[src/rtl/core/bfr_pkg.sv]
// ----------------------------------------------------------------------------
// bfr_pkg
// Types and constants for the byte FIFO with replay: beat structs, operation
// codes, ring-adder operations and default sizes.
// ----------------------------------------------------------------------------
package bfr_pkg;

  // Default sizes
  localparam int DEPTH_DEF = 4096;
  localparam int BPI_DEF   = 8;

  // Width of the count fields in a result beat
  localparam int OUT_CNT_W = 13;

  // Operation codes
  localparam logic [2:0] K_WRITE     = 3'd0;
  localparam logic [2:0] K_WRITE_CLR = 3'd1;
  localparam logic [2:0] K_SLIDE     = 3'd2;
  localparam logic [2:0] K_READ      = 3'd3;
  localparam logic [2:0] K_READ_LOOP = 3'd4;
  localparam logic [2:0] K_PEEK      = 3'd5;
  localparam logic [2:0] K_TOSS      = 3'd6;
  localparam logic [2:0] K_CLEAR     = 3'd7;

  // Ring adder operation
  typedef enum logic {
    ALU_ADD,
    ALU_SUB
  } alu_op_e;

  // Input beat
  typedef struct packed {
    logic [2:0]  kind;
    logic [63:0] payload;
    logic [3:0]  byte_count;
  } in_item_t;

  // Result beat
  typedef struct packed {
    logic [63:0]          read_bytes;
    logic [OUT_CNT_W-1:0] return_value;
    logic [OUT_CNT_W-1:0] bytes_in_use;
    logic [OUT_CNT_W-1:0] free_space;
  } out_item_t;

endpackage

[src/rtl/core/bfr_ring_alu.sv]
// ----------------------------------------------------------------------------
// bfr_ring_alu
// Shared ring-address adder: adds or subtracts a count to or from a ring
// position and wraps the result into 0 .. DEPTH-1 with one correction.
// ----------------------------------------------------------------------------
module bfr_ring_alu #(
  parameter int DEPTH = bfr_pkg::DEPTH_DEF
) (
  input  logic [$clog2(DEPTH+1)-1:0] a_i,
  input  logic [$clog2(DEPTH+1)-1:0] b_i,
  input  bfr_pkg::alu_op_e           op_i,
  output logic [$clog2(DEPTH)-1:0]   res_o
);

  localparam int IDX_W = $clog2(DEPTH);
  localparam int CNT_W = $clog2(DEPTH + 1);
  localparam logic [CNT_W:0] DEPTH_X = (CNT_W + 1)'(DEPTH);

  logic [CNT_W:0] sum;
  logic [CNT_W:0] diff;
  logic [CNT_W:0] wrapped;

  // Add or subtract, then fold back into the ring
  always_comb begin
    sum  = {1'b0, a_i} + {1'b0, b_i};
    diff = {1'b0, a_i} - {1'b0, b_i};
    unique case (op_i)
      bfr_pkg::ALU_ADD: wrapped = (sum >= DEPTH_X) ? sum - DEPTH_X : sum;
      bfr_pkg::ALU_SUB: wrapped = diff[CNT_W] ? diff + DEPTH_X : diff;
      default:          wrapped = sum;
    endcase
  end

  assign res_o = wrapped[IDX_W-1:0];

endmodule

[config.mk]
export PLATFORM = sky130hd
export DESIGN_NAME = bfr_ring_alu
export DESIGN_NICKNAME = d
export VERILOG_FILES = /design/src/rtl/core/bfr_pkg.sv /design/src/rtl/core/bfr_ring_alu.sv
export SDC_FILE = /design/constraint.sdc
export NUM_CORES = 1
export LEC_CHECK = 0
export BUFFER_PORTS_ARGS = -buffer_cell sky130_fd_sc_hd__buf_2
export CORE_MARGIN = 5
export CORE_UTILIZATION = 49
export DETAILED_ROUTE_END_ITERATION = 8
export PLACE_DENSITY = 0.86
export SYNTH_ARGS = -nofsm -noshare
export SYNTH_HDL_FRONTEND = slang
export SYNTH_SLANG_ARGS = --single-unit
[constraint.sdc]
create_clock -name vclk -period 3.3
set_input_delay 0 -clock vclk [all_inputs]
set_output_delay 0 -clock vclk [all_outputs]
set_load 0.1 [all_outputs]
-- Word level (Yosys, flattened, before mapping)
Index checks and enable logic that the tools add are counted.
- output and inout bits: 12
- bits in registers: 0
- logic and storage cells: 9
- input port bits: 27
- bits in latches: 0
- ROM bits: 0
- memories: 0
- bits in writable memories: 0
- add/subtract/negate cells: 4
- bitwise logic cells: 1
- shift operators: 0
- order comparisons: 1
- multiplexer cells: 3
- divide/modulo/power cells: 0
- reduce and logical (&&, ||, !) cells: 0
- equality and inequality tests: 0
- multipliers: 0
- operator list (operator ; number):
    2-to-1 mux 12 bit ; 2
    case mux 12 bit (2 select lines) ; 1
    adder 13 x 13 -> 14 bit ; 1
    greater-or-equal comparator 14 x 13 -> 1 bit, second input constant ; 1
    subtractor 13 x 13 -> 14 bit ; 1
    adder 12 x 1 -> 12 bit, second input constant ; 1
    subtractor 12 x 1 -> 12 bit, second input constant ; 1
    NOT 1 bit ; 1

-- Depth between registers and ports, before layout
Gate-level depths: netlist (run 1).
- word-level depth: 4
- depth in mapped cells: 13

-- Worst setup path after synthesis (run 1)
Ideal clock, no wire load.
- path type: input to output
- start point: input port b_i[0]
- end point: output port res_o[3]
- slack: -0.061 ns
- data required time: 3.300 ns
- data arrival time: 3.361 ns
- buffers on the path: 0
- stages on the path: 7
- cell sequence: inv_1 > ha_1 > mux2i_1 > ha_1 > nor2b_1 > o31ai_2 > a21boi_0
- longest elaborated chain between the ends: 4
- RTL lines (what ; line ; text):
    start: declaration ; bfr_ring_alu.sv:10 ; input logic [$clog2(DEPTH+1)-1:0] b_i,
    subtractor 13 x 13 -> 14 bit / adder 13 x 13 -> 14 bit (equally long branches) ; bfr_ring_alu.sv:26, bfr_ring_alu.sv:25 ;
    adder 12 x 1 -> 12 bit, or another cell as far along ; bfr_ring_alu.sv:29 ; bfr_pkg::ALU_SUB: wrapped = diff[CNT_W] ? diff + DEPTH_X : diff;
    2-to-1 mux 12 bit (on tied branches) ; bfr_ring_alu.sv:29, bfr_ring_alu.sv:28 ;
    case mux 12 bit (2 select lines) (*) ; bfr_ring_alu.sv:27 ; unique case (op_i)
    end: declaration ; bfr_ring_alu.sv:12 ; output logic [$clog2(DEPTH)-1:0] res_o
Mark *: on every way between the ends. The rest lies on a longest branch, timed or not.

-- Final worst setup path (run 1)
- start point: input port b_i[0]
- end point: output port res_o[11]
Same word-level chain as after synthesis.

==> impl_metrics.json, run 1 <==
{
  "grt_usage_pct": 15.3,
  "viasPerCell": 5.43,
  "diodes": 0,
  "grt_pass1_vias": 800,
  "crit_buf_inv": 3,
  "hold_class": "primary input to primary output",
  "fin_util_pct": 64.7,
  "grt_pass1_wl_microns": 3180,
  "postCtsSetupRepairBufs": 0,
  "syn-cell-area_sq_um": 737,
  "max_freq_mhz": 337,
  "fin_setup_tns_ps": 0,
  "firstDrtPassIters": 2,
  "maxCapViolCount": 0,
  "hp-start": "b_i[0]",
  "drc": 0,
  "die_h_microns": 48.8,
  "synth_nets": 140,
  "grt_max_degree": 12,
  "core-area_sq_um": 1470,
  "ant_nets": 0,
  "status": "finished, final reports clean",
  "die_width_microns": 48.8,
  "wl_microns": 1890,
  "crit_start": "b_i[0]",
  "setup.worst_path.class": "primary input to primary output",
  "post-place-cells": 152,
  "yosysUniqueCellTypes": 29,
  "clock_buffer_count": 0,
  "wl_per_cell_microns": 12.4,
  "num_rows": 14,
  "critPathMaxFanout": 4,
  "layout.nets": 178,
  "portBuffers": 37,
  "cpLargestDelayFamily": "compound AO/OA/AOI/OAI gates",
  "finalHoldViolCount": 0,
  "post_cts_resized": 0,
  "via_count": 826,
  "arrival_ps": 2970,
  "cp_slowest_cell": "or4_1",
  "total_power_mw": 0.569,
  "power_density_nw_per_um2": 598,
  "finalSetupViolCount": 0,
  "yosysSeqAreaShare_pct": 0,
  "period_needed_ps": 2970,
  "dp_hpwl_microns": 1700,
  "start_kind": "primary input",
  "crit_chain": "buf_2 -> inv_1 -> ha_1 -> nand2b_1 -> or4_1 -> nor2b_1 -> xnor2_1 -> ha_1 -> a211oi_2 -> o21bai_1 -> a21o_1 -> a221oi_2 -> xnor2_2 -> buf_2",
  "max_stage_delay_ps": 450,
  "dieArea_sq_um": 2380,
  "gp_congestion": 0.888,
  "drive_gt1_share_pct": 33.8,
  "syn_area_per_cell_sq_um": 7.37,
  "fin_cells": 152,
  "min_period_over_period_pct": 90.0,
  "slew_viol_final": 0,
  "required_ps": 3300,
  "syn_inst": 100,
  "end_kind": "primary output",
  "grt_antenna_before_repair": 0,
  "initial_core_util_pct": 50.1,
  "area_delta_synth_final_pct": 29.2,
  "numSequentialCells": 0,
  "gr-total-overflow": 0,
  "drt-initial-drc-count": 7,
  "vdd_drop_max_mv": 0.291,
  "tightest_slew_ps": 490,
  "regArea_sq_um": 0,
  "slew_headroom_pct": 67.6,
  "layout_commonest_cell": "buf_2",
  "fillers": 133,
  "yosysWarnings": 0,
  "leakagePower_nw": 0.468,
  "final_cell_mix": "buf_2, nor2_1, xnor2_1",
  "hold_buffers": 0,
  "ios": 39,
  "rsz0062_at_grt": "false"
}
## final cells by class
| type | count | area (sq um) | share of cell area, % |
|---|---|---|---|
| multi-input combinational | 92 | 721 | 75.7 |
| timing repair buffer | 37 | 185 | 19.4 |
| inverter | 7 | 26.3 | 2.76 |
| tap | 16 | 20.0 | 2.10 |
## metal layers
layer,vias to the layer above,global-route usage [%],share of wire (%)
met2,19,30.7,56
met5,-,0,0
li1,429,-,-
met4,0,1.79,0
met3,0,0.306,4.3
met1,378,18.1,39
## worst paths after layout
path,endpoint,cells after the start
worst max-delay path,res_o[11],14
worst min-delay path,res_o[0],4
## where the power goes
group / internal, mW / switching [mW]
clock: 0 / 0
sequential: 0 / 0
combinational: 0.125 / 0.445
## synth_stat cells (all sizes together), types with 2 or more instances
cell type  instances  share of area [%]
ha                12                 20
o31ai              2                2.7
xnor2             15                 18
o21ai              6                4.1
and3               2                1.9
inv                7                3.6
o21a               2                2.0
nor3               4                3.4
a21o               2                2.0
a211oi             4                4.8
a21oi              9                6.1
nand2b             2                1.7
o21bai             2                2.0
nor2              14                7.1
xor2               4                4.8
nor2b              4                3.4
## metrics by stage
| step | instance area, sq um | hold slack, ps | setup slack, ps |
|---|---|---|---|
| floorplan | 752 | 448 | 110 |
| global placement | 952 | 528 | 416 |
| detailed placement | 952 | 540 | 315 |
| CTS | 952 | 542 | 315 |
| global route | 952 | 601 | 115 |
| finish | 952 | 539 | 330 |
## kinds of logic (layout without fill, tap and decap cells)
group,Yosys count,after routing,share of synthesized area [%]
multiplexers,1,1,1.36
XOR/XNOR,19,19,22.6
AND/OR/NAND/NOR,29,29,21.1
buffers and inverters,8,44,4.24
AO/OA/AOI/OAI,30,30,27.7
adder cells (fa/ha/maj),13,13,23.1
Power figures use the tool's default switching activity.
==> run 2, diff against run 1 <==
--- a/config.mk
+++ b/config.mk
@@ -5,11 +5,12 @@
 export SDC_FILE = /design/constraint.sdc
 export NUM_CORES = 1
 export LEC_CHECK = 0
+export ABC_AREA = 1
 export BUFFER_PORTS_ARGS = -buffer_cell sky130_fd_sc_hd__buf_2
 export CORE_MARGIN = 5
 export CORE_UTILIZATION = 49
 export DETAILED_ROUTE_END_ITERATION = 8
-export PLACE_DENSITY = 0.86
+export PLACE_DENSITY = 0.81
 export SYNTH_ARGS = -nofsm -noshare
 export SYNTH_HDL_FRONTEND = slang
 export SYNTH_SLANG_ARGS = --single-unit
==> run 2 against run 1 <==
Compared with the run above: die area up 22%; worst setup slack better by 650 ps; count of clock-buffer cells in the layout unchanged; utilization about the same; fmax up 28%; first-iteration DRC count up 100%; final cell count up 48%; final area up 21%; sequential share of layout area unchanged; via count up 32%; global-route usage up 2.0 points; flip-flop and latch count unchanged; critical path type unchanged; highest routed layer unchanged.
==> impl_metrics.json, run 2 <==
{
  "hp-start": "b_i[0]",
  "vdd_drop_max_mv": 0.265,
  "gp_congestion": 0.891,
  "rsz0062_at_grt": "false",
  "layout.nets": 242,
  "finalSetupViolCount": 0,
  "critPathMaxFanout": 4,
  "hold_buffers": 0,
  "wl_microns": 2330,
  "wl_per_cell_microns": 10.4,
  "syn_inst": 164,
  "tightest_slew_ps": 480,
  "crit_chain": "buf_2 -> inv_1 -> ha_1 -> nand2_1 -> nor2_1 -> a21oi_1 -> xor2_1 -> inv_1 -> ha_1 -> nand2_1 -> inv_1 -> nand2_1 -> nor2_1 -> nand2_2 -> nand3_2 -> nand3_1 -> nand2_1 -> buf_2",
  "grt_pass1_wl_microns": 3900,
  "hold_class": "primary input to primary output",
  "initial_core_util_pct": 52.8,
  "ios": 39,
  "synth_common_cells": "nand2_1, inv_1, nor2_1, ha_1, nand3_1",
  "numSequentialCells": 0,
  "start_kind": "primary input",
  "slew_headroom_pct": 67.7,
  "grt_antenna_before_repair": 0,
  "die_h_microns": 53.9,
  "period_needed_ps": 2320,
  "post-place-cells": 225,
  "power_density_nw_per_um2": 517,
  "gr-total-overflow": 0,
  "cp_slowest_cell": "buf_2",
  "area_delta_synth_final_pct": 22.4,
  "layout_commonest_cell": "nand2_1",
  "yosysMostFrequentCell": "nand2_1",
  "dp_hpwl_microns": 2190,
  "fin_setup_tns_ps": 0,
  "regArea_sq_um": 0,
  "drc": 0,
  "dieArea_sq_um": 2900,
  "slew_viol_final": 0,
  "status": "finished, final reports clean",
  "post_cts_resized": 0,
  "grt_usage_pct": 17.3,
  "syn-cell-area_sq_um": 942,
  "diodes": 0,
  "yosys-top-cells-area": "ha_1, nand2_1, inv_1",
  "synth_nets": 204,
  "arrival_ps": 2320,
  "firstDrtPassIters": 4,
  "max_freq_mhz": 430,
  "hold_path_depth": 4,
  "drt-initial-drc-count": 14,
  "viasPerCell": 4.84,
  "setup.worst_path.class": "primary input to primary output",
  "hold_end": "res_o[0]",
  "die_width_microns": 53.9,
  "maxCapViolCount": 0,
  "drive_gt1_share_pct": 27.5,
  "via_count": 1089,
  "portBuffers": 37,
  "ant_nets": 0,
  "core-area_sq_um": 1780,
  "crit_path_frequent_cell": "nand2_1",
  "yosys.area.top_type_share_pct": 15.9,
  "clock_buffer_count": 0,
  "final_cell_mix": "nand2_1, buf_2, inv_1",
  "yosysSeqAreaShare_pct": 0,
  "grt_pass1_vias": 1019,
  "yosysTopAreaCell": "ha_1",
  "fillers": 187,
  "grt_max_degree": 9,
  "yosysWarnings": 0,
  "required_ps": 3300,
  "postCtsSetupRepairBufs": 0,
  "min_period_over_period_pct": 70.5,
  "max_stage_delay_ps": 410,
  "syn_area_per_cell_sq_um": 5.74,
  "yosysUniqueCellTypes": 24,
  "leakagePower_nw": 0.707,
  "finalHoldViolCount": 0,
  "fin_cells": 225,
  "end_kind": "primary output",
  "num_rows": 15
}
-- run 2: cell count changes after synthesis, moves of 4 or more --
| cell | delta |
|---|---|
| nor2b_1 | -4 |
| nand2_2 | +5 |
| nand3_1 | +10 |
| nand2_1 | +39 |
| xnor2_1 | -8 |
| xor2_1 | +5 |
| inv_1 | +25 |
-- run 2: final cells by class --
cell class                      count  area [sq um]  area share (%)
Timing Repair Buffer               37           185            16.1
Inverter                           34           128            11.1
Tap cell                           25          31.3            2.71
Multi-Input combinational cell    129           810            70.2
-- run 2: through the flow --
stage / setup slack [ps] / instance area, sq um / total power [mW] / util (%) / hold WS [ps]
after global placement: 1070 / 1150 / 0.589 / 64.7 / 504
after global routing: 776 / 1150 / 0.633 / 64.7 / 536
final: 975 / 1150 / 0.596 / 64.7 / 510
after CTS: 975 / 1150 / 0.599 / 64.7 / 514
after floorplan: 441 / 942 / 0.507 / - / 448
after detailed placement: 975 / 1150 / 0.598 / 64.7 / 514
-- run 2: where the power goes --
| part | internal [mW] | switching [mW] |
|---|---|---|
| sequential | 0 | 0 |
| clock | 0 | 0 |
| combinational | 0.123 | 0.473 |
| total | 0.123 | 0.473 |
-- run 2: worst max path at each step --
stage	start	slack [ps]	to
4_1_cts	b_i[0]	970	res_o[11]
3_3_place_gp	b_i[0]	1070	res_o[11]
6_report	b_i[0]	980	res_o[11]
2_1_floorplan	b_i[0]	440	res_o[7]
5_1_grt	b_i[0]	780	res_o[11]
3_5_place_dp	b_i[0]	980	res_o[11]
-- run 2: worst max-delay path: cells and delay by family --
family | cells | cell delay, ps
AO/OA/AOI/OAI | 1 | 160
XOR/XNOR | 1 | 190
adder cells (fa/ha/maj) | 2 | 550
buffers and inverters | 5 | 690
AND/OR/NAND/NOR | 9 | 710
-- run 2: cells by family after synthesis --
| group | after synthesis | share of synthesized area, % |
|---|---|---|
| and+or+nand+nor | 79 | 38.5 |
| buffers and inverters | 35 | 14.1 |
| AOI/OAI and AO/OA | 21 | 14.5 |
| xor gates and xnor gates | 16 | 14.9 |
| adders and majority gates | 13 | 18.1 |
-- run 2: routing by layer --
metal / track usage [%] / vias to the layer above / share of wire [%]
met4: 0 / 0 / 0
met1: 21.5 / 486 / 41
li1: - / 584 / -
met2: 34.7 / 19 / 56
met3: 0 / 0 / 2.8
met5: 0 / - / 0
