<file path="src/rtl/core/bfr_pkg.sv">
// ----------------------------------------------------------------------------
// bfr_pkg
// Types and constants for the byte FIFO with replay: beat structs, operation
// codes, ring-adder operations and default sizes.
// ----------------------------------------------------------------------------
package bfr_pkg;

  // Default sizes
  localparam int DEPTH_DEF = 4096;
  localparam int BPI_DEF   = 8;

  // Width of the count fields in a result beat
  localparam int OUT_CNT_W = 13;

  // Operation codes
  localparam logic [2:0] K_WRITE     = 3'd0;
  localparam logic [2:0] K_WRITE_CLR = 3'd1;
  localparam logic [2:0] K_SLIDE     = 3'd2;
  localparam logic [2:0] K_READ      = 3'd3;
  localparam logic [2:0] K_READ_LOOP = 3'd4;
  localparam logic [2:0] K_PEEK      = 3'd5;
  localparam logic [2:0] K_TOSS      = 3'd6;
  localparam logic [2:0] K_CLEAR     = 3'd7;

  // Ring adder operation
  typedef enum logic {
    ALU_ADD,
    ALU_SUB
  } alu_op_e;

  // Input beat
  typedef struct packed {
    logic [2:0]  kind;
    logic [63:0] payload;
    logic [3:0]  byte_count;
  } in_item_t;

  // Result beat
  typedef struct packed {
    logic [63:0]          read_bytes;
    logic [OUT_CNT_W-1:0] return_value;
    logic [OUT_CNT_W-1:0] bytes_in_use;
    logic [OUT_CNT_W-1:0] free_space;
  } out_item_t;

endpackage

</file>
<file path="src/rtl/core/bfr_ctrl.sv">
// ----------------------------------------------------------------------------
// bfr_ctrl
// Sequencer of the byte FIFO: holds ring pointers and counts, walks one byte
// per cycle through the byte store and drives the shared ring adder.
// ----------------------------------------------------------------------------
module bfr_ctrl #(
  parameter int DEPTH          = bfr_pkg::DEPTH_DEF,
  parameter int BYTES_PER_ITEM = bfr_pkg::BPI_DEF
) (
  input  logic                       clk_i,
  input  logic                       rst_ni,
  input  logic                       in_valid_i,
  output logic                       in_stall_o,
  input  bfr_pkg::in_item_t          in_item_i,
  output logic                       out_valid_o,
  input  logic                       out_stall_i,
  output bfr_pkg::out_item_t         out_item_o,
  input  logic                       cfg_we_i,
  input  logic [15:0]                cfg_wdata_i,
  output logic [$clog2(DEPTH+1)-1:0] alu_a_o,
  output logic [$clog2(DEPTH+1)-1:0] alu_b_o,
  output bfr_pkg::alu_op_e           alu_op_o,
  input  logic [$clog2(DEPTH)-1:0]   alu_res_i,
  output logic                       ram_we_o,
  output logic [$clog2(DEPTH)-1:0]   ram_waddr_o,
  output logic [7:0]                 ram_wdata_o,
  output logic [$clog2(DEPTH)-1:0]   ram_raddr_o,
  input  logic [7:0]                 ram_rdata_i
);

  localparam int IDX_W = $clog2(DEPTH);
  localparam int CNT_W = $clog2(DEPTH + 1);
  localparam int OCW   = bfr_pkg::OUT_CNT_W;
  localparam logic [CNT_W-1:0] DEPTH_C = CNT_W'(DEPTH);
  localparam logic [3:0]       BPI_C   = 4'(BYTES_PER_ITEM);

  // Sequencer states
  localparam logic [3:0] S_IDLE   = 4'd0;
  localparam logic [3:0] S_WCHK   = 4'd1;
  localparam logic [3:0] S_WADDR  = 4'd2;
  localparam logic [3:0] S_WBYTE  = 4'd3;
  localparam logic [3:0] S_TAKE   = 4'd4;
  localparam logic [3:0] S_RBYTE  = 4'd5;
  localparam logic [3:0] S_LOOP   = 4'd6;
  localparam logic [3:0] S_REWIND = 4'd7;
  localparam logic [3:0] S_FIN    = 4'd8;

  // Control state
  logic [3:0]        state_q, state_d;
  logic              out_valid_q, out_valid_d;
  logic [IDX_W-1:0]  rd_idx_q, rd_idx_d;
  logic [CNT_W-1:0]  unread_q, unread_d;
  logic [CNT_W-1:0]  replay_q, replay_d;
  logic signed [15:0] loop_q, loop_d;
  logic              retry_q, retry_d;
  logic              rv_q, rv_d;

  // Working registers
  logic [2:0]         kind_q, kind_d;
  logic [63:0]        data_q, data_d;
  logic [3:0]         n_q, n_d;
  logic [IDX_W-1:0]   ptr_q, ptr_d;
  logic [3:0]         i_q, i_d;
  logic [3:0]         k_q, k_d;
  logic [CNT_W-1:0]   ret_q, ret_d;
  logic [63:0]        rdata_q, rdata_d;
  logic [2:0]         rpos_q, rpos_d;
  bfr_pkg::out_item_t out_item_q, out_item_d;

  logic [CNT_W-1:0]   n_ext;
  logic               wr_fin;
  logic [CNT_W-1:0]   wr_ret;
  logic               tk_fin;
  logic [3:0]         tk_k;
  logic [IDX_W-1:0]   tk_ptr;
  logic [CNT_W-1:0]   tk_unread;
  logic [3:0]         k_calc;
  logic signed [15:0] loop_next;
  logic               is_read_kind;

  assign n_ext        = CNT_W'(n_q);
  assign is_read_kind = (kind_q == bfr_pkg::K_READ) || (kind_q == bfr_pkg::K_READ_LOOP) ||
                        (kind_q == bfr_pkg::K_PEEK);

  // Sequencer
  always_comb begin
    state_d    = state_q;
    out_valid_d = out_valid_q;
    rd_idx_d   = rd_idx_q;
    unread_d   = unread_q;
    replay_d   = replay_q;
    loop_d     = loop_q;
    retry_d    = retry_q;
    rv_d       = rv_q;
    kind_d     = kind_q;
    data_d     = data_q;
    n_d        = n_q;
    ptr_d      = ptr_q;
    i_d        = i_q;
    k_d        = k_q;
    ret_d      = ret_q;
    rdata_d    = rdata_q;
    rpos_d     = rpos_q;
    out_item_d = out_item_q;

    alu_a_o     = CNT_W'(ptr_q);
    alu_b_o     = CNT_W'(1);
    alu_op_o    = bfr_pkg::ALU_ADD;
    ram_we_o    = 1'b0;
    ram_waddr_o = ptr_q;
    ram_wdata_o = data_q[{i_q[2:0], 3'b000} +: 8];
    ram_raddr_o = ptr_q;

    wr_fin    = 1'b0;
    wr_ret    = '0;
    tk_fin    = 1'b0;
    tk_k      = '0;
    tk_ptr    = rd_idx_q;
    tk_unread = unread_q;
    k_calc    = (unread_q >= n_ext) ? n_q : unread_q[3:0];
    loop_next = (loop_q > 16'sd0) ? loop_q - 16'sd1 : loop_q;

    // Drop the result beat once taken
    if (out_valid_q && !out_stall_i) begin
      out_valid_d = 1'b0;
    end

    unique case (state_q)
      S_IDLE: begin
        if (in_valid_i) begin
          kind_d  = in_item_i.kind;
          data_d  = in_item_i.payload;
          n_d     = (in_item_i.byte_count > BPI_C) ? BPI_C : in_item_i.byte_count;
          retry_d = 1'b0;
          rdata_d = '0;
          ret_d   = '0;
          rv_d    = 1'b0;
          unique case (in_item_i.kind)
            bfr_pkg::K_WRITE, bfr_pkg::K_WRITE_CLR, bfr_pkg::K_SLIDE: begin
              state_d = S_WCHK;
            end
            bfr_pkg::K_CLEAR: begin
              unread_d = '0;
              replay_d = '0;
              rd_idx_d = '0;
              state_d  = S_FIN;
            end
            default: begin
              state_d = S_TAKE;
            end
          endcase
        end
      end

      // Compact the replay window if needed, then check for room
      S_WCHK: begin
        if (n_q == 4'd0) begin
          wr_fin = 1'b1;
          wr_ret = unread_q;
        end else begin
          if ((DEPTH_C - replay_q) < n_ext) begin
            replay_d = unread_q;
          end
          if ((DEPTH_C - unread_q) < n_ext) begin
            wr_fin = 1'b1;
            wr_ret = '0;
          end else begin
            state_d = S_WADDR;
          end
        end
      end

      // Locate the write point behind the unread bytes
      S_WADDR: begin
        alu_a_o = CNT_W'(rd_idx_q);
        alu_b_o = unread_q;
        ptr_d   = alu_res_i;
        i_d     = '0;
        state_d = S_WBYTE;
      end

      // Write one byte per cycle
      S_WBYTE: begin
        ram_we_o = 1'b1;
        ptr_d    = alu_res_i;
        i_d      = i_q + 4'd1;
        if (i_q == (n_q - 4'd1)) begin
          unread_d = unread_q + n_ext;
          replay_d = replay_q + n_ext;
          wr_fin   = 1'b1;
          wr_ret   = unread_q + n_ext;
        end
      end

      // Size the read and start at the read point
      S_TAKE: begin
        if (unread_q == '0) begin
          tk_fin = 1'b1;
        end else begin
          rdata_d = '0;
          k_d     = k_calc;
          ptr_d   = rd_idx_q;
          i_d     = '0;
          if (k_calc == 4'd0) begin
            tk_fin = 1'b1;
          end else begin
            state_d = S_RBYTE;
          end
        end
      end

      // Issue one read per cycle, pack each byte in the cycle after its read
      S_RBYTE: begin
        rv_d = 1'b0;
        if (rv_q) begin
          rdata_d[{rpos_q, 3'b000} +: 8] = ram_rdata_i;
        end
        if (i_q != k_q) begin
          rv_d   = 1'b1;
          rpos_d = i_q[2:0];
          ptr_d  = alu_res_i;
          i_d    = i_q + 4'd1;
        end else if (!rv_q) begin
          tk_fin = 1'b1;
          tk_k   = k_q;
          tk_ptr = ptr_q;
        end
      end

      // Count down a replay pass
      S_LOOP: begin
        loop_d = loop_next;
        if (loop_next != 16'sd0) begin
          retry_d = 1'b1;
          state_d = S_REWIND;
        end else begin
          ret_d   = '0;
          state_d = S_FIN;
        end
      end

      // Move the read point back to the replay base
      S_REWIND: begin
        alu_a_o  = CNT_W'(rd_idx_q);
        alu_b_o  = replay_q - unread_q;
        alu_op_o = bfr_pkg::ALU_SUB;
        rd_idx_d = alu_res_i;
        unread_d = replay_q;
        state_d  = S_TAKE;
      end

      // Hand over the result beat when the output register is free
      S_FIN: begin
        if (!out_valid_q || !out_stall_i) begin
          out_valid_d             = 1'b1;
          out_item_d.read_bytes   = is_read_kind ? rdata_q : '0;
          out_item_d.return_value = OCW'(ret_q);
          out_item_d.bytes_in_use = OCW'(unread_q);
          out_item_d.free_space   = OCW'(DEPTH_C - unread_q);
          state_d                 = S_IDLE;
        end
      end

      default: begin
        state_d = S_IDLE;
      end
    endcase

    // Close a write attempt: retry after clear or toss, or finish
    if (wr_fin) begin
      if ((wr_ret == '0) && !retry_q && (kind_q == bfr_pkg::K_WRITE_CLR)) begin
        unread_d = '0;
        replay_d = '0;
        rd_idx_d = '0;
        retry_d  = 1'b1;
        state_d  = S_WCHK;
      end else if ((wr_ret == '0) && !retry_q && (kind_q == bfr_pkg::K_SLIDE)) begin
        retry_d = 1'b1;
        state_d = S_TAKE;
      end else begin
        ret_d   = wr_ret;
        state_d = S_FIN;
      end
    end

    // Close a read pass: advance the read point unless peeking
    if (tk_fin) begin
      tk_unread = unread_q - CNT_W'(tk_k);
      if (kind_q != bfr_pkg::K_PEEK) begin
        unread_d = tk_unread;
        rd_idx_d = tk_ptr;
      end
      unique case (kind_q)
        bfr_pkg::K_SLIDE: begin
          state_d = S_WCHK;
        end
        bfr_pkg::K_TOSS: begin
          ret_d   = tk_unread;
          state_d = S_FIN;
        end
        bfr_pkg::K_READ_LOOP: begin
          if ((tk_k == 4'd0) && !retry_q) begin
            state_d = S_LOOP;
          end else begin
            ret_d   = CNT_W'(tk_k);
            state_d = S_FIN;
          end
        end
        default: begin
          ret_d   = CNT_W'(tk_k);
          state_d = S_FIN;
        end
      endcase
    end

    // Load the replay count
    if (cfg_we_i) begin
      loop_d = $signed(cfg_wdata_i);
    end
  end

  // Control registers
  always_ff @(posedge clk_i or negedge rst_ni) begin
    if (!rst_ni) begin
      state_q     <= S_IDLE;
      out_valid_q <= 1'b0;
      rd_idx_q    <= '0;
      unread_q    <= '0;
      replay_q    <= '0;
      loop_q      <= '0;
      retry_q     <= 1'b0;
      rv_q        <= 1'b0;
    end else begin
      state_q     <= state_d;
      out_valid_q <= out_valid_d;
      rd_idx_q    <= rd_idx_d;
      unread_q    <= unread_d;
      replay_q    <= replay_d;
      loop_q      <= loop_d;
      retry_q     <= retry_d;
      rv_q        <= rv_d;
    end
  end

  // Working registers
  always_ff @(posedge clk_i) begin
    kind_q     <= kind_d;
    data_q     <= data_d;
    n_q        <= n_d;
    ptr_q      <= ptr_d;
    i_q        <= i_d;
    k_q        <= k_d;
    ret_q      <= ret_d;
    rdata_q    <= rdata_d;
    rpos_q     <= rpos_d;
    out_item_q <= out_item_d;
  end

  assign in_stall_o  = (state_q != S_IDLE);
  assign out_valid_o = out_valid_q;
  assign out_item_o  = out_item_q;

endmodule

</file>
<file path="config.mk">
export PLATFORM = sky130hd
export DESIGN_NAME = bfr_ctrl
export DESIGN_NICKNAME = d
export VERILOG_FILES = /design/src/rtl/core/bfr_pkg.sv /design/src/rtl/core/bfr_ctrl.sv
export SDC_FILE = /design/constraint.sdc
export NUM_CORES = 1
export LEC_CHECK = 0
export BUFFER_PORTS_ARGS = -buffer_cell sky130_fd_sc_hd__buf_2
export CAP_MARGIN = 20
export CELL_PAD_IN_SITES_DETAIL_PLACEMENT = 0
export CELL_PAD_IN_SITES_GLOBAL_PLACEMENT = 1
export CORE_MARGIN = 5
export CORE_UTILIZATION = 49
export CTS_CLUSTER_DIAMETER = 120
export DETAILED_ROUTE_END_ITERATION = 8
export GPL_TIMING_DRIVEN = 0
export PLACE_DENSITY_LB_ADDON = 0.1
export SETUP_SLACK_MARGIN = 0.5
export SYNTH_ARGS = -nofsm -noshare
export SYNTH_HDL_FRONTEND = slang
export SYNTH_SLANG_ARGS = --single-unit
</file>
<file path="constraint.sdc">
create_clock -name clk_i -period 17.14 [get_ports clk_i]
set_clock_uncertainty 0.05 [all_clocks]
set_input_delay 1.714 -clock clk_i [delete_from_list [all_inputs] [get_ports clk_i]]
set_output_delay 1.714 -clock clk_i [all_outputs]
set_load 0.02 [all_outputs]
</file>
# Word-level counts from Yosys, hierarchy flattened
# Cells that the tools add are included.
[op_classes]
n_addsub = 10
n_lt_le_gt_ge = 5
eq_ne = 34
n_shift = 3
muxes = 96
n_bitwise = 1
reduce_logical = 39
[op_table]
columns = ["op", "n"]
rows = [
  ["13-bit two-way mux", 23],
  ["64-bit two-way mux", 3],
  ["64-bit case mux with 3 select lines", 1],
  ["12-bit two-way mux", 12],
  ["13-bit case mux with 3 select lines", 3],
  ["13-bit case mux with 2 select lines", 3],
  ["4-bit two-way mux", 18],
  ["64-bit bitwise mux", 1],
  ["8-bit by 8-bit variable shift with 64-bit output (first input constant)", 1],
  ["64-bit by 7-bit indexed part select with 8-bit output", 1],
  ["8-bit by 8-bit indexed part select with 64-bit output", 1],
  ["16-bit two-way mux", 3],
  ["12-bit case mux with 3 select lines", 1],
  ["4-bit case mux with 8 select lines", 1],
  ["13-bit by 4-bit adder with 13-bit output", 2],
  ["13-bit logical NOT", 2],
  ["13-bit by 4-bit < comparator with 1-bit output", 2],
  ["13-bit subtractor (first input constant)", 2],
  ["4-bit inequality test (second input constant)", 6],
  ["12-bit case mux with 2 select lines", 1],
  ["1-bit two-way mux", 19],
  ["4-bit by 3-bit equality test with 1-bit output (second input constant)", 4],
  ["16-bit by 1-bit > comparator with 1-bit output (second input constant)", 1],
  ["4-bit logical NOT", 4],
  ["38 further kinds", 73],
]
[word_totals]
register_bits = 335
inputBits = 112
output_inout_bits = 165
elab_cells = 209

# Depth between registers and ports, before layout
[logic_depth]
word_depth = 13
mapped_depth = 16
ltp_nobuf = 14

# Worst setup path before layout
# OpenSTA, ideal clock, no wires.
[synth_timing]
path_type = "input to register"
start = "in out_stall_i"
end = "reg out_item_q (netlist bit out_item_o[100]), enable pin"
setup_ns = 0.597
arrival_ns = 6.530
t_required_ns = 16.493
setup_slack_ns = 9.964
stages = 1
path_buffers = 0
path_cell_list = "a21oi_1"
[synth_between]
elab_chain_cells = 3
[synth_rtl]
columns = ["element", "line_no", "source"]
rows = [
  ["start: declaration", "bfr_ctrl.sv:16", "input logic out_stall_i,"],
  ["1-bit logical NOT", "bfr_ctrl.sv:254", "if (!out_valid_q || !out_stall_i) begin"],
  ["1-bit logical OR", "bfr_ctrl.sv:254", ""],
  ["2-bit AND reduction (no source line)", "--", ""],
  ["end signal: assignment", "bfr_ctrl.sv:356", "out_item_q <= out_item_d;"],
  ["end: declaration", "bfr_ctrl.sv:68", "bfr_pkg::out_item_t out_item_q, out_item_d;"],
]
# No other way between the ends.
# A chain may end at the register's enable or synchronous reset.

# Final worst setup path
[layout_timing]
start = "reg state_q[1]"
end = "out alu_a_o[9]"
[layout_between]
elab_chain_cells = 3
word_cells_on_any_way = 4
cone_classes = "eq/ne: 2; mux: 1; reduce/logical: 1"
[layout_rtl]
columns = ["element", "line_no", "source"]
rows = [
  ["start: declaration", "bfr_ctrl.sv:49", "logic [3:0] state_q, state_d;"],
  ["start signal: assignment", "bfr_ctrl.sv:334", "state_q <= state_d;"],
  ["4-bit by 2-bit equality test with 1-bit output / 4-bit by 3-bit equality test with 1-bit output (equally long branches)", "bfr_ctrl.sv:128", "unique case (state_q)"],
  ["2-bit OR reduction (no source line) (*)", "--", ""],
  ["12-bit two-way mux (*)", "bfr_ctrl.sv:128", ""],
  ["end: declaration", "bfr_ctrl.sv:20", "output logic [$clog2(DEPTH+1)-1:0] alu_a_o,"],
]
# Mark *: on every way between the ends. The rest lies on a longest branch, timed or not.

==> flow_metrics.tcl <==
set metrics [dict create \
    status "complete, no violations" \
    required_ns 15.38 \
    io_buffers 270 \
    dr.pass1.iters 7 \
    ctsHoldBuffers 0 \
    yosysTopAreaCell "edfxtp_1" \
    drc 0 \
    cp_top_family "buffers and inverters" \
    root_buffer "clkbuf_16" \
    cap_violations 0 \
    p_int_mw 2.373 \
    rr_worst_depth 16 \
    clk_path_buf_depth 3 \
    critPathKind "reg -> out" \
    yosys_warnings 0 \
    final_common_cell "buf_2" \
    utilization_pct 59.05 \
    power_density_mw_per_mm2 190.3 \
    seqPwrFrac_pct 34.0 \
    synthArstFlopShare_pct 18.26 \
    path_common_cell "clkbuf_1" \
    routed_via_density 5.866 \
    cts.reportedPaths.clkPinSlew_ns 0.06 \
    layout_common_cells "279 x buf_2, 260 x edfxtp_1, 161 x nor2_1" \
    track_usage_pct 25.70 \
    grt_pass1_vias 14060 \
    vias 14190 \
    worstMarginPinSlew_ns 1.064 \
    cp.arrival_ns 3.69 \
    synthesis.nets 1770 \
    critPathLaunchType "flop" \
    fillers 3077 \
    numCtsBuffers 38 \
    avgSynthCellArea_um2 11.04 \
    slew_violations 0 \
    p_sw_share_pct 40.91 \
    fin_crit_sh_pct 31.83 \
    die_x_um 200.6 \
    clockPowerShare_pct 20.3 \
    worstHoldPathType "reg -> reg" \
    post_cts_buffers 0 \
    final_nets 2088 \
    fp.dieH_um 200.6 \
    core-area_mm2 0.03574 \
    max_freq_mhz 183.3 \
    ir_drop_v 0.0001147 \
    yosys_register_bits 334 \
    cp_max_fo 10 \
    combPwrFrac_pct 45.6 \
    synth_area_mm2 0.01779 \
    period_needed_ns 5.456 \
    placed_cell_area_mm2 0.01986 \
    grt_max_degree 65 \
    wire_per_inst_um 21.91 \
    synth_edf_count 260 \
    htree_num_levels 2 \
    hold_depth 0 \
    crit_slowest_cell "nor3_2" \
    synth.area.top_cells "edfxtp_1 44%, dfrtp_1 8.6%, mux2i_1 3.8%" \
    syn_inst 1611 \
    tns_ns 0 \
    area_growth_pct 18.62 \
    grt_overflow 0 \
    io_pins 277 \
    antenna_left 0 \
    slew_headroom_pct 28.90 \
    finalInstanceArea_mm2 0.02111 \
    path_cells "clkbuf_1 -> clkbuf_1 -> nand2b_1 -> nor3_2 -> nor2_1 -> clkbuf_1 -> mux2_2 -> buf_2" \
    antenna_found_initial 4 \
    worst-path-buf-inv 4 \
    clkSinkCount 334 \
    finalWeightedCongestion 0.9320 \
    cpPeakStageDelay_ns 0.69 \
    cts_tree "built" \
    drt_iter0_markers 1262 \
    cts_resized 0 \
    p_sw_mw 1.643 \
    drive_above_1_share_pct 21.97 \
    synth_cell_types 94 \
    num_rows 69 \
    p_leak_nw 8.484 \
    yosysTopAreaCellShare_pct 43.88 \
    rsz0062_at_grt "no" \
    grt_pass1_wl_mm 81.98 \
    routed_wl_mm 52.99 \
    path_depth 8 \
    start_util_pct 49.78 \
    setup_viol 0 \
    yosysSeqAreaShare_pct 53.92 \
    ys.flop_type "edfxtp_1" \
    dpl.hpwl_mm 39.66 \
    hold_viol 0 \
    dieArea_mm2 0.04022 \
    end_kind "output port" \
    clock_latency_ns 0.56 \
    multi_input_area_mm2 0.007542 \
    register_area_mm2 0.009594 \
]
-- stage by stage --
step | hold slack, ns | setup WS [ns] | cells | power (mW)
2_1_floorplan | 0.3579 | 9.964 | 1611 | 2.621
3_3_place_gp | 0.3701 | 7.254 | 2342 | 3.175
3_5_place_dp | 0.3690 | 12.31 | 2349 | 3.199
4_1_cts | 0.3779 | 11.71 | 2417 | 4.024
5_1_grt | 0.3966 | 11.50 | 2419 | 4.245
6_report | 0.3813 | 11.68 | 2419 | 4.016
-- cell usage after synthesis (18+ instances only) --
cell type and number:
nand3_1 45, buf_4 18, nand2_1 147, o21ai_0 73, a21oi_1 65, dfrtp_1 61, edfxtp_1 260, mux2_2 24
mux2i_1 68, nor3_1 40, nor2_1 161, inv_1 40, ha_1 43, nor2b_1 83, o22ai_1 30, clkbuf_1 70
xnor2_1 44
-- registers in the layout, summed over array words and instances, names as in the netlist, 13 cells and up --
signal / count
out_item_o: 102
data_q: 64
rdata_q: 64
loop_q: 16
replay_q: 13
ret_q: 13
unread_q: 13
-- power groups by stage --
| stage | combinational, mW | sequential (mW) | clock (mW) |
|---|---|---|---|
| after floorplan | 1.18 | 1.44 | 0 |
| after global placement | 1.77 | 1.40 | 0 |
| after detailed placement | 1.82 | 1.38 | 0 |
| after CTS | 1.83 | 1.37 | 0.831 |
| after global routing | 1.99 | 1.39 | 0.862 |
| final | 1.83 | 1.37 | 0.816 |
-- cell families after synthesis --
logic type	count (synthesis)	share of synthesized area, %
multiplexers	109	7.433
buffers and inverters	154	3.818
other	1	0.02108
AND/OR/NAND/NOR	595	16.54
flip-flops	334	53.92
XOR/XNOR	62	3.136
adder cells (fa/ha/maj)	47	3.474
AO/OA/AOI/OAI	309	11.66
-- routing by layer --
layer / global-route usage, % / share of wire [%] / vias to the layer above
li1: - / - / 6589
met1: 36.45 / 44 / 6955
met2: 40.83 / 46 / 540
met3: 4.216 / 6.9 / 100
met4: 8.186 / 2.8 / 6
met5: 0 / 0.064 / -
-- worst paths after layout --
check                                start              to  slack [ns]
worst max-delay path            state_q[1]      alu_a_o[9]       11.68
max in group asynchronous           rst_ni     unread_q[8]       15.41
worst min register to register    ret_q[6]  out_item_o[32]        0.38
worst min-delay path              ret_q[6]  out_item_o[32]        0.38
min in group asynchronous           rst_ni       loop_q[3]        1.06
worst max register to register      i_q[0]        ret_q[7]       12.53
-- cell type report --
cell class | instances | area share, %
multi-input cells | 1123 | 35.73
inverters | 44 | 0.7825
well taps | 461 | 2.733
diodes | 1 | 0.01186
flip-flops and latches | 334 | 45.46
clock inverters | 24 | 1.144
repair buffers | 278 | 6.989
clock buffers | 44 | 4.713
plain buffers | 110 | 2.436
(Power assumes the default switching activity.)
